### config.mk
export PLATFORM = sky130hd
export DESIGN_NAME = sd_spi_init_sequencer
export DESIGN_NICKNAME = d
export VERILOG_FILES = /design/src/rtl/sdi_pkg.sv /design/src/rtl/sdi_in_stage.sv /design/src/rtl/sdi_step.sv /design/src/rtl/sd_spi_init_sequencer.sv
export SDC_FILE = /design/constraint.sdc
export NUM_CORES = 1
export LEC_CHECK = 0
export BUFFER_PORTS_ARGS = -buffer_cell sky130_fd_sc_hd__buf_4
export CAP_MARGIN = 30
export CORE_AREA = 2 2 151 153
export CTS_CLUSTER_SIZE = 25
export DETAILED_ROUTE_END_ITERATION = 8
export DIE_AREA = 0 0 153 155
export HOLD_SLACK_MARGIN = 0.03
export PLACE_DENSITY_LB_ADDON = 0.3
export SLEW_MARGIN = 10
export SYNTH_ARGS = -nofsm -noshare
export SYNTH_HDL_FRONTEND = slang
export SYNTH_HIERARCHICAL = 1
export SYNTH_SLANG_ARGS = --single-unit
### constraint.sdc
create_clock -name clk -period 10.49 [get_ports clk]
set_input_delay 2.098 -clock clk [delete_from_list [all_inputs] [get_ports clk]]
set_output_delay 2.098 -clock clk [all_outputs]
set_load 0.02 [all_outputs]
### src/rtl/sdi_pkg.sv
// ----------------------------------------------------------------------------
// sdi_pkg
// Shared types and constants of the SD card SPI-mode start-up sequencer.
// ----------------------------------------------------------------------------
package sdi_pkg;

	// Start-up phase, also reported as the status code
	typedef enum logic [3:0] {
		PH_STARTING      = 4'd0,
		PH_RESET         = 4'd1,
		PH_COND          = 4'd2,
		PH_MODERN        = 4'd3,
		PH_OCR           = 4'd4,
		PH_LEGACY        = 4'd5,
		PH_OLDEST        = 4'd6,
		PH_BLOCKSIZE     = 4'd7,
		PH_FINAL         = 4'd8,
		PH_READY         = 4'd9,
		PH_ERR_NO_CARD   = 4'd10,
		PH_ERR_MODERN    = 4'd11,
		PH_ERR_OLDEST    = 4'd12,
		PH_ERR_BLOCKSIZE = 4'd13,
		PH_ERR_INTERNAL  = 4'd14
	} phase_t;

	// Command indexes
	localparam logic [5:0] CMD_GO_IDLE   = 6'd0;
	localparam logic [5:0] CMD_SEND_COND = 6'd8;
	localparam logic [5:0] CMD_APP       = 6'd55;
	localparam logic [5:0] CMD_SD_OP     = 6'd41;
	localparam logic [5:0] CMD_READ_OCR  = 6'd58;
	localparam logic [5:0] CMD_OP_COND   = 6'd1;
	localparam logic [5:0] CMD_BLOCKLEN  = 6'd16;

	// Arguments
	localparam logic [31:0] ARG_NONE      = 32'h0000_0000;
	localparam logic [31:0] ARG_COND      = 32'h0000_01AA;
	localparam logic [31:0] ARG_HCS       = 32'h4000_0000;
	localparam logic [31:0] ARG_BLOCK_512 = 32'h0000_0200;

	// CRC bytes with end bit
	localparam logic [7:0] CRC_GO_IDLE = 8'h95;
	localparam logic [7:0] CRC_COND    = 8'h87;
	localparam logic [7:0] CRC_APP     = 8'h65;
	localparam logic [7:0] CRC_SD_OP   = 8'h77;
	localparam logic [7:0] CRC_NONE    = 8'hFF;

	// R1 codes
	localparam logic [7:0] R1_READY = 8'h00;
	localparam logic [7:0] R1_IDLE  = 8'h01;

	// OCR card capacity status bit
	localparam int OCR_CCS_BIT = 30;

	localparam logic [7:0] RETRY_LIMIT_RST = 8'd250;
	localparam logic [7:0] RETRY_MAX       = 8'hFF;

	typedef struct packed {
		phase_t     phase;
		logic       app_sent;
		logic [7:0] retry;
		logic       clk_fast;
	} seq_state_t;

	typedef struct packed {
		logic        command;
		logic [7:0]  r1;
		logic [31:0] data;
	} in_item_t;

	typedef struct packed {
		logic        issue;
		logic [5:0]  index;
		logic [31:0] argument;
		logic [7:0]  crc;
		logic        wake;
		logic        fast;
		phase_t      status;
	} result_t;

endpackage

### src/rtl/sdi_in_stage.sv
// ----------------------------------------------------------------------------
// sdi_in_stage
// Input register: holds one accepted request until the step logic takes it.
// ----------------------------------------------------------------------------
module sdi_in_stage (
	input  logic             clk,
	input  logic             arst_n,
	input  logic             in_valid,
	output logic             in_stall,
	input  sdi_pkg::in_item_t item,
	input  logic             advance,
	output logic             valid_s1,
	output sdi_pkg::in_item_t item_s1
);
	import sdi_pkg::*;

	logic load;

	assign in_stall = valid_s1 & ~advance;
	assign load     = in_valid & ~in_stall;

	always_ff @(posedge clk or negedge arst_n) begin
		if (!arst_n) begin
			valid_s1 <= 1'b0;
		end else begin
			valid_s1 <= load | (valid_s1 & ~advance);
		end
	end

	always_ff @(posedge clk) begin
		if (load) begin
			item_s1 <= item;
		end
	end

endmodule

### src/rtl/sdi_step.sv
// ----------------------------------------------------------------------------
// sdi_step
// One sequencer step: next state and the command to issue next.
// ----------------------------------------------------------------------------
module sdi_step (
	input  sdi_pkg::seq_state_t st,
	input  sdi_pkg::in_item_t   item,
	input  logic [7:0]          retry_limit,
	output sdi_pkg::seq_state_t st_nxt,
	output sdi_pkg::result_t    res
);
	import sdi_pkg::*;

	logic       r1_idle;
	logic       r1_ready;
	logic [7:0] retry_inc;
	logic       wake;

	assign r1_idle   = (item.r1 == R1_IDLE);
	assign r1_ready  = (item.r1 == R1_READY);
	assign retry_inc = (st.retry == RETRY_MAX) ? st.retry : st.retry + 8'd1;

	// state transition
	always_comb begin
		st_nxt = st;
		wake   = 1'b0;
		if (st.phase >= PH_ERR_NO_CARD) begin
			st_nxt.phase = PH_ERR_INTERNAL;
		end else if (!item.command) begin
			case (st.phase)
				PH_STARTING: begin
					wake            = 1'b1;
					st_nxt.clk_fast = 1'b0;
					st_nxt.retry    = '0;
					st_nxt.app_sent = 1'b0;
					st_nxt.phase    = PH_RESET;
				end
				PH_READY: begin
					st_nxt.clk_fast = 1'b0;
					st_nxt.phase    = PH_RESET;
				end
				PH_FINAL: begin
					st_nxt.clk_fast = 1'b1;
					st_nxt.phase    = PH_READY;
				end
				default: ;
			endcase
		end else begin
			case (st.phase)
				PH_RESET: begin
					if (r1_idle) begin
						st_nxt.retry = '0;
						st_nxt.phase = PH_COND;
					end else begin
						st_nxt.retry = retry_inc;
						if (retry_inc > retry_limit) st_nxt.phase = PH_ERR_NO_CARD;
					end
				end
				PH_COND: begin
					st_nxt.app_sent = 1'b0;
					if (r1_idle) begin
						st_nxt.phase = (item.data == ARG_COND) ? PH_MODERN : PH_ERR_MODERN;
					end else begin
						st_nxt.phase = PH_LEGACY;
					end
				end
				PH_MODERN: begin
					if (!st.app_sent) begin
						if (r1_idle) st_nxt.app_sent = 1'b1;
						else st_nxt.phase = PH_ERR_MODERN;
					end else begin
						st_nxt.app_sent = 1'b0;
						if (r1_ready) st_nxt.phase = PH_OCR;
						else if (!r1_idle) st_nxt.phase = PH_ERR_MODERN;
					end
				end
				PH_OCR: begin
					if (r1_ready) begin
						st_nxt.phase = item.data[OCR_CCS_BIT] ? PH_FINAL : PH_BLOCKSIZE;
					end else begin
						st_nxt.phase = PH_ERR_MODERN;
					end
				end
				PH_LEGACY: begin
					if (!st.app_sent) begin
						if (r1_idle) st_nxt.app_sent = 1'b1;
						else st_nxt.phase = PH_OLDEST;
					end else begin
						st_nxt.app_sent = 1'b0;
						if (r1_ready) st_nxt.phase = PH_BLOCKSIZE;
						else if (!r1_idle) st_nxt.phase = PH_OLDEST;
					end
				end
				PH_OLDEST: begin
					if (r1_ready) st_nxt.phase = PH_BLOCKSIZE;
					else if (!r1_idle) st_nxt.phase = PH_ERR_OLDEST;
				end
				PH_BLOCKSIZE: begin
					st_nxt.phase = r1_ready ? PH_FINAL : PH_ERR_BLOCKSIZE;
				end
				default: begin
					st_nxt.phase = PH_ERR_INTERNAL;
				end
			endcase
		end
	end

	// pending command for the new phase
	always_comb begin
		res          = '0;
		res.wake     = wake;
		res.fast     = st_nxt.clk_fast;
		res.status   = st_nxt.phase;
		case (st_nxt.phase)
			PH_RESET: begin
				res.issue = 1'b1;
				res.index = CMD_GO_IDLE;
				res.crc   = CRC_GO_IDLE;
			end
			PH_COND: begin
				res.issue    = 1'b1;
				res.index    = CMD_SEND_COND;
				res.argument = ARG_COND;
				res.crc      = CRC_COND;
			end
			PH_MODERN, PH_LEGACY: begin
				res.issue = 1'b1;
				if (st_nxt.app_sent) begin
					res.index    = CMD_SD_OP;
					res.argument = ARG_HCS;
					res.crc      = CRC_SD_OP;
				end else begin
					res.index = CMD_APP;
					res.crc   = CRC_APP;
				end
			end
			PH_OCR: begin
				res.issue = 1'b1;
				res.index = CMD_READ_OCR;
				res.crc   = CRC_NONE;
			end
			PH_OLDEST: begin
				res.issue = 1'b1;
				res.index = CMD_OP_COND;
				res.crc   = CRC_NONE;
			end
			PH_BLOCKSIZE: begin
				res.issue    = 1'b1;
				res.index    = CMD_BLOCKLEN;
				res.argument = ARG_BLOCK_512;
				res.crc      = CRC_NONE;
			end
			default: ;
		endcase
	end

endmodule

### src/rtl/sd_spi_init_sequencer.sv
// ----------------------------------------------------------------------------
// sd_spi_init_sequencer
// SD card SPI-mode start-up sequencer: CMD0, CMD8, CMD55/ACMD41, CMD58,
// CMD1 and CMD16, one card exchange per request.
// ----------------------------------------------------------------------------
//
//  channel   handshake            payload
//  -------   ------------------   -------------------------------------------
//  in        in_valid/in_stall    command, response_r1, response_data
//  out       out_valid/out_stall  issue_command, command_index,
//                                 command_argument, command_crc,
//                                 send_wake_clocks, fast_clock, status
//  cfg       cfg_write_en         cfg_write_data (reset_retry_limit)
//
//  One request per cycle sustained while the result side does not stall; a
//  result passes through the input register, then the result register.
//  The step logic sits between the two registers and updates the sequencer
//  state in the same edge that loads the result, so back-to-back requests
//  always see the state left by the one before.
//  Reset: phase starting, counters clear, retry limit 250.
//  A stalled result register holds the input register; the input stalls only
//  when both are full and the result is stalled.
// ----------------------------------------------------------------------------
module sd_spi_init_sequencer (
	input  logic        clk,
	input  logic        arst_n,
	// configuration
	input  logic        cfg_write_en,
	input  logic [7:0]  cfg_write_data,
	// request channel
	input  logic        in_valid,
	output logic        in_stall,
	input  logic        command,
	input  logic [7:0]  response_r1,
	input  logic [31:0] response_data,
	// result channel
	output logic        out_valid,
	input  logic        out_stall,
	output logic        issue_command,
	output logic [5:0]  command_index,
	output logic [31:0] command_argument,
	output logic [7:0]  command_crc,
	output logic        send_wake_clocks,
	output logic        fast_clock,
	output logic [3:0]  status
);
	import sdi_pkg::*;

	logic [7:0] limit_q;

	in_item_t   item;
	in_item_t   item_s1;
	logic       valid_s1;
	logic       advance;

	seq_state_t state_q;
	seq_state_t state_nxt;
	result_t    res;
	result_t    result_s2;
	logic       valid_s2;

	// retry limit register: to be written only while idle, which the block does not enforce
	always_ff @(posedge clk or negedge arst_n) begin
		if (!arst_n) begin
			limit_q <= RETRY_LIMIT_RST;
		end else if (cfg_write_en) begin
			limit_q <= cfg_write_data;
		end
	end

	// a stored request moves on when the result register is free or draining
	assign advance = valid_s1 & (~valid_s2 | ~out_stall);

	assign item.command = command;
	assign item.r1      = response_r1;
	assign item.data    = response_data;

	sdi_in_stage u_in (
		.clk      (clk),
		.arst_n   (arst_n),
		.in_valid (in_valid),
		.in_stall (in_stall),
		.item     (item),
		.advance  (advance),
		.valid_s1 (valid_s1),
		.item_s1  (item_s1)
	);

	sdi_step u_step (
		.st          (state_q),
		.item        (item_s1),
		.retry_limit (limit_q),
		.st_nxt      (state_nxt),
		.res         (res)
	);

	// sequencer state: updated once per request, with its result
	always_ff @(posedge clk or negedge arst_n) begin
		if (!arst_n) begin
			state_q.phase    <= PH_STARTING;
			state_q.app_sent <= 1'b0;
			state_q.retry    <= '0;
			state_q.clk_fast <= 1'b0;
		end else if (advance) begin
			state_q <= state_nxt;
		end
	end

	// result register
	always_ff @(posedge clk or negedge arst_n) begin
		if (!arst_n) begin
			valid_s2 <= 1'b0;
		end else begin
			valid_s2 <= advance | (valid_s2 & out_stall);
		end
	end

	always_ff @(posedge clk) begin
		if (advance) begin
			result_s2 <= res;
		end
	end

	assign out_valid        = valid_s2;
	assign issue_command    = result_s2.issue;
	assign command_index    = result_s2.index;
	assign command_argument = result_s2.argument;
	assign command_crc      = result_s2.crc;
	assign send_wake_clocks = result_s2.wake;
	assign fast_clock       = result_s2.fast;
	assign status           = result_s2.status;

`ifndef SYNTH
	// internal error is a sink, only reset leaves it
	a_err_sink: assert property (@(posedge clk) disable iff (!arst_n)
		(state_q.phase == PH_ERR_INTERNAL) |=> (state_q.phase == PH_ERR_INTERNAL))
		else $error("sequencer left internal error phase");

	// no command means empty command fields
	a_no_cmd: assert property (@(posedge clk) disable iff (!arst_n)
		(out_valid && !issue_command) |->
		(command_index == CMD_GO_IDLE && command_argument == ARG_NONE &&
		 command_crc == 8'h00))
		else $error("command fields set without a command");

	// wake clocks only lead into CMD0 at slow speed
	a_wake: assert property (@(posedge clk) disable iff (!arst_n)
		(out_valid && send_wake_clocks) |->
		(status == PH_RESET && !fast_clock && command_index == CMD_GO_IDLE))
		else $error("wake clocks outside reset phase");

	// retry count only survives in the CMD0 phase or its error exits
	a_retry: assert property (@(posedge clk) disable iff (!arst_n)
		(state_q.retry != 8'd0) |->
		(state_q.phase == PH_RESET || state_q.phase == PH_ERR_NO_CARD ||
		 state_q.phase == PH_ERR_INTERNAL))
		else $error("retry count left over");

	// fast clock only once the card is ready
	a_fast: assert property (@(posedge clk) disable iff (!arst_n)
		state_q.clk_fast |->
		(state_q.phase == PH_READY || state_q.phase == PH_ERR_INTERNAL))
		else $error("fast clock before card ready");

	// a request taken while the result register is full and stalled waits
	a_hold: assert property (@(posedge clk) disable iff (!arst_n)
		(valid_s1 && valid_s2 && out_stall) |=> (valid_s1 && $stable(state_q)))
		else $error("request lost under output stall");
`endif

endmodule

Word level (Yosys, flattened, before mapping)
Cells that the tools add are included.
{ "word_totals": {"inputBits": 54, "out_inout_bits": 55, "regBits": 118, "word_cells": 95} }
{ "op_classes": {"reduce_logical": 8, "n_addsub": 1, "muxes": 35, "n_bitwise": 12, "eq_ne": 20, "n_lt_le_gt_ge": 2} }
{ "op_table": {"columns": ["operator", "count"], "rows": [
  ["$pmux 32 s3", 1],
  ["$mux 4", 13],
  ["$pmux 7 s6", 1],
  ["$eq 32x9->1 const B", 1],
  ["$eq 4x3->1 const B", 8],
  ["$pmux 8 s4", 1],
  ["$mux 31", 1],
  ["$pmux 4 s7", 1],
  ["$mux 8", 3],
  ["$mux 5", 4],
  ["$eq 4x2->1 const B", 4],
  ["$mux 13", 1],
  ["$mux 10", 1],
  ["$mux 9", 1],
  ["$add 8x1->8 const B", 1],
  ["$eq 4x1->1 const B", 2],
  ["$eq 4x4->1 const B", 2],
  ["$eq 8x1->1 const B", 1],
  ["$eq 8x8->1 const B", 1],
  ["$gt 8x8->1", 1],
  ["$logic_not 8->1", 1],
  ["$pmux 4 s2", 1],
  ["$reduce_or 2->1", 3],
  ["$not 1->1", 5],
  ["12 further kinds", 19]
]} }

Logic depth before layout (Yosys ltp)
{ "logic_depth": {"depth_word": 11, "depth_mapped": 17, "mapped_depth_nobuf": 15} }

Cells and area by module
The synthesis kept the hierarchy.
{ "modules_own_cells": {"columns": ["mod", "cells_per_inst", "area_each_um2", "instances", "seq_area_each_um2"], "rows": [
  ["sd_spi_init_sequencer", 102, 2508.7, 1, 2174.6],
  ["sdi_step", 256, 1675.4, 1, 0.0],
  ["sdi_in_stage", 46, 1288.7, 1, 1256.2]
]} }

Worst setup path before layout
OpenSTA, ideal clock, no wires.
{ "synth_timing": {"kind": "input to output", "from": "input out_stall", "to": "output in_stall", "t_required_ns": 8.392, "arrival_ns": 2.904, "n_path_buf": 1, "slack_ns": 5.488, "cell_stages": 4, "path_cell_list": "a21boi_4 -> buf_12 -> nand2b_4 -> inv_1"} }
{ "synth_between": {"elab_chain_len": 5} }
{ "synth_lines": {"columns": ["item", "line_no", "text"], "rows": [
  ["start: declaration", "sd_spi_init_sequencer.sv:38", "input logic out_stall,"],
  ["$not 1->1", "sd_spi_init_sequencer.sv:72", "assign advance = valid_s1 & (~valid_s2 | ~out_stall);"],
  ["$or 1x1->1", "sd_spi_init_sequencer.sv:72", null],
  ["$and 1x1->1", "sd_spi_init_sequencer.sv:72", null],
  ["named net advance", "sd_spi_init_sequencer.sv:54", "logic advance;"],
  ["$not 1->1", "sdi_in_stage.sv:19", "assign in_stall = valid_s1 & ~advance;"],
  ["$and 1x1->1", "sdi_in_stage.sv:19", null],
  ["end: declaration", "sd_spi_init_sequencer.sv:32", "output logic in_stall,"]
]} }
The timed path passes the listed nets, and every way through them passes these cells.

Final worst setup path
{ "layout_timing": {"from": "input out_stall", "to": "output in_stall"} }
{ "layout_between": {"elab_chain_len": 5} }
{ "layout_lines": {"columns": ["item", "line_no"], "rows": [
  ["$not 1->1", "sd_spi_init_sequencer.sv:72"],
  ["$or 1x1->1", "sd_spi_init_sequencer.sv:72"],
  ["$and 1x1->1", "sd_spi_init_sequencer.sv:72"],
  ["$not 1->1", "sdi_in_stage.sv:19"],
  ["$and 1x1->1", "sdi_in_stage.sv:19"]
]} }
No other way between the ends.

==> impl_metrics.env <==
export IMPL_cp_required_ps=8390
export IMPL_ys_flop_type="edfxtp_1"
export IMPL_cts_tree="done"
export IMPL_routed_via_count=3489
export IMPL_top_usage_layer="met2"
export IMPL_rows=55
export IMPL_drt_total_wl_um=10700
export IMPL_grtUsageMet1_pct=11.8
export IMPL_slowest_stage="buf_4"
export IMPL_wl_per_cell_um=13.4
export IMPL_fillers=2245
export IMPL_drive_gt1_share_pct=35.3
export IMPL_p_leak_nw=2.72
export IMPL_post_place_cells=770
export IMPL_hold_buffers=0
export IMPL_preCtsSetupSlack_ps=4800
export IMPL_rsz0062_at_grt="false"
export IMPL_fmax_ghz=0.178
export IMPL_insertion_delay_ps=410
export IMPL_cpMostUsedCell="buf_4"
export IMPL_grt_remaining_overflow=0
export IMPL_hold_viol=0
export IMPL_vdd_drop_max_v=0.000113
export IMPL_yosys_area_top_type="edfxtp_1"
export IMPL_antenna_found_initial=0
export IMPL_clkTransAtPathRegs_ps=50
export IMPL_cp_slowest_stage_delay_ps=710
export IMPL_cts_max_level=4
export IMPL_skew_ps=5.95
export IMPL_post_cts_resized=0
export IMPL_maxSlewViolCount=0
export IMPL_synthDistinctLibCells=61
export IMPL_outcome="completed"
export IMPL_synthTopCellsByArea="edfxtp_1 (52%), dfrtp_1 (8.2%), buf_4 (5.1%), mux2_2 (3.3%), dfstp_2 (2.9%)"
export IMPL_async_flop_share_pct=20.3
export IMPL_maxCapViolCount=0
export IMPL_grt_pass1_wl_um=17400
export IMPL_regToRegSetupSlack_ps=6080
export IMPL_crit_chain="buf_4 -> a21boi_4 -> buf_4 -> nand2b_4 -> inv_1 -> buf_4"
export IMPL_cp_max_fo=68
export IMPL_ios=109
export IMPL_finalNonFillerCells=803
export IMPL_crit_arrival_ps=3510
export IMPL_die_w_um=153
export IMPL_grt_pass1_vias=3392
export IMPL_gr_usage_met3_pct=4.12
export IMPL_grt_total_usage_pct=9.39
export IMPL_synth_yosys_seq_area_share_pct=62.7
export IMPL_yosysTopAreaCellShare_pct=51.6
export IMPL_mappedNetlistArea_um2=5470
export IMPL_post_route_util_pct=31.3
export IMPL_grtUsageMet2_pct=14.1
export IMPL_start_util_pct=24.6
export IMPL_cts_sinks=118
export IMPL_cts_buffers=17
export IMPL_syn_inst=404
export IMPL_coreArea_um2=22200
export IMPL_cp_end_kind="primary output"
export IMPL_port_buffers=108
export IMPL_synth_seq_cells=118
export IMPL_drtIter0Drc=157
export IMPL_die_height_um=155
export IMPL_path_class="in2out"
export IMPL_dpl_hpwl_um=7360
export IMPL_dr_pass1_iters=4
export IMPL_ant_nets=0
export IMPL_die_area_um2=23700
export IMPL_gp_congestion=0.834
export IMPL_viasPerCell=4.34
export IMPL_diodes=0
export IMPL_cts_setup_buffers=0
export IMPL_grt_max_degree=69
export IMPL_hp_class="reg2reg"
export IMPL_slew_headroom_pct=37.9
export IMPL_cts_root_buf="clkbuf_16"
export IMPL_nets=568
export IMPL_p_per_area_nw_per_um2=178
export IMPL_period_needed_ps=5600
export IMPL_fin_setup_tns_ps=0
export IMPL_worst_slack_ps=4890
export IMPL_synthToLayoutAreaGrowth_pct=27.3
export IMPL_period_share_pct=53.4
export IMPL_ys_warn_count=6
export IMPL_synth_edf_count=94
export IMPL_syn_area_per_cell_um2=13.5
export IMPL_tightest_slew_ps=931
export IMPL_cts_buffer_depth=2
export IMPL_finalSetupViolations=0
export IMPL_cp_start_kind="input port"
export IMPL_drc_errors=0
## metal layers
metal	part of all wire (%)	up-vias	wire, um
met5	0	-	0
met4	1.6	0	175
met3	8.0	11	862
met2	46	133	4970
met1	44	1667	4720
li1	-	1678	-
## registers in the layout (all words and copies together) (netlist names)
name              count
command_crc           8
state_q              14
u_in/item_s1         41
limit_q               8
out_valid             1
fast_clock            1
u_in/valid_s1         1
command_index         6
status                4
send_wake_clocks      1
issue_command         1
command_argument     32
## area by class of cell
type                            instances  area (um2)  share of cell area, %
Inverter                               15        56.3                  0.808
Sequential cell                       118        3430                   49.2
Clock inverter                         15         154                   2.21
Tap cell                              285         357                   5.12
Multi-Input combinational cell        243        1720                   24.7
Clock buffer                           17         425                   6.11
Timing Repair Buffer                  110         826                   11.9
## report_power, final
group	leakage (nW)	total (mW)	internal (mW)	switching, mW
Combinational	1.26	0.111	0.0487	0.0622
Clock	0.277	0.562	0.350	0.212
Sequential	1.18	0.565	0.550	0.0147
## worst paths after layout
kind,from,endpoint,cells past startpoint
setup / recovery,out_stall,in_stall,6
hold / removal,limit_q[0]$_DFFE_PN0P_,limit_q[0]$_DFFE_PN0P_,1
setup reg to reg,state_q[1]$_DFFE_PN0P_,command_argument[1]$_DFFE_PP_,13
hold reg to reg,limit_q[0]$_DFFE_PN0P_,limit_q[0]$_DFFE_PN0P_,1
max in group asynchronous,arst_n,limit_q[3]$_DFFE_PN1P_,1
min in group asynchronous,arst_n,state_q[7]$_DFFE_PN0P_,1
## through the flow
step	area [um2]	total power, mW	hold slack, ps
2_1_floorplan	5560	0.641	476
3_3_place_gp	6380	0.684	501
3_5_place_dp	6380	0.688	509
4_1_cts	6960	1.26	523
5_1_grt	6970	1.29	549
6_report	6970	1.24	530
## cells in the mapped netlist, types with 8 or more instances
library cell and n:
a21oi_1 14, nand2_1 15, mux2_2 16, ha_1 9, o21ai_0 10, a22o_1 9, clkbuf_1 8, inv_1 14
buf_4 37, nor3_1 9, nor2_1 21, dfrtp_1 18, mux2_4 9, nand3_1 11, edfxtp_1 94
## cell usage in the layout, fill, tap and decap left out, types with 5 or more instances in the layout
cell type,count
a211oi_1,6
a21oi_1,14
a22o_1,9
and3_1,6
buf_4,110
clkbuf_16,17
conb_1,25
dfrtp_1,18
dfstp_2,6
edfxtp_1,94
ha_1,9
inv_1,14
mux2_2,16
mux2_4,9
nand2_1,15
nand2b_1,5
nand3_1,11
nor2_1,21
nor3_1,9
nor4_1,6
o21a_1,5
o21ai_0,10
or3_1,6
## worst max-delay path, delay by kind of cell
kind,cells,cell delay (ps)
compound gates,1,100
simple gates,1,290
buf+inv,4,1010
## kinds of logic (layout without fill, tap and decap cells)
logic type	count (synthesis)	after routing	synth area share, %
xor gates and xnor gates	4	4	0.640
adders and majority gates	9	9	2.06
DFF	118	118	62.7
other	1	25	0.0685
muxes	27	27	6.13
buffers and inverters	67	157	7.57
and+or+nand+nor	105	105	11.2
AOI/OAI and AO/OA	73	73	9.65
Power figures use the tool's default switching activity.
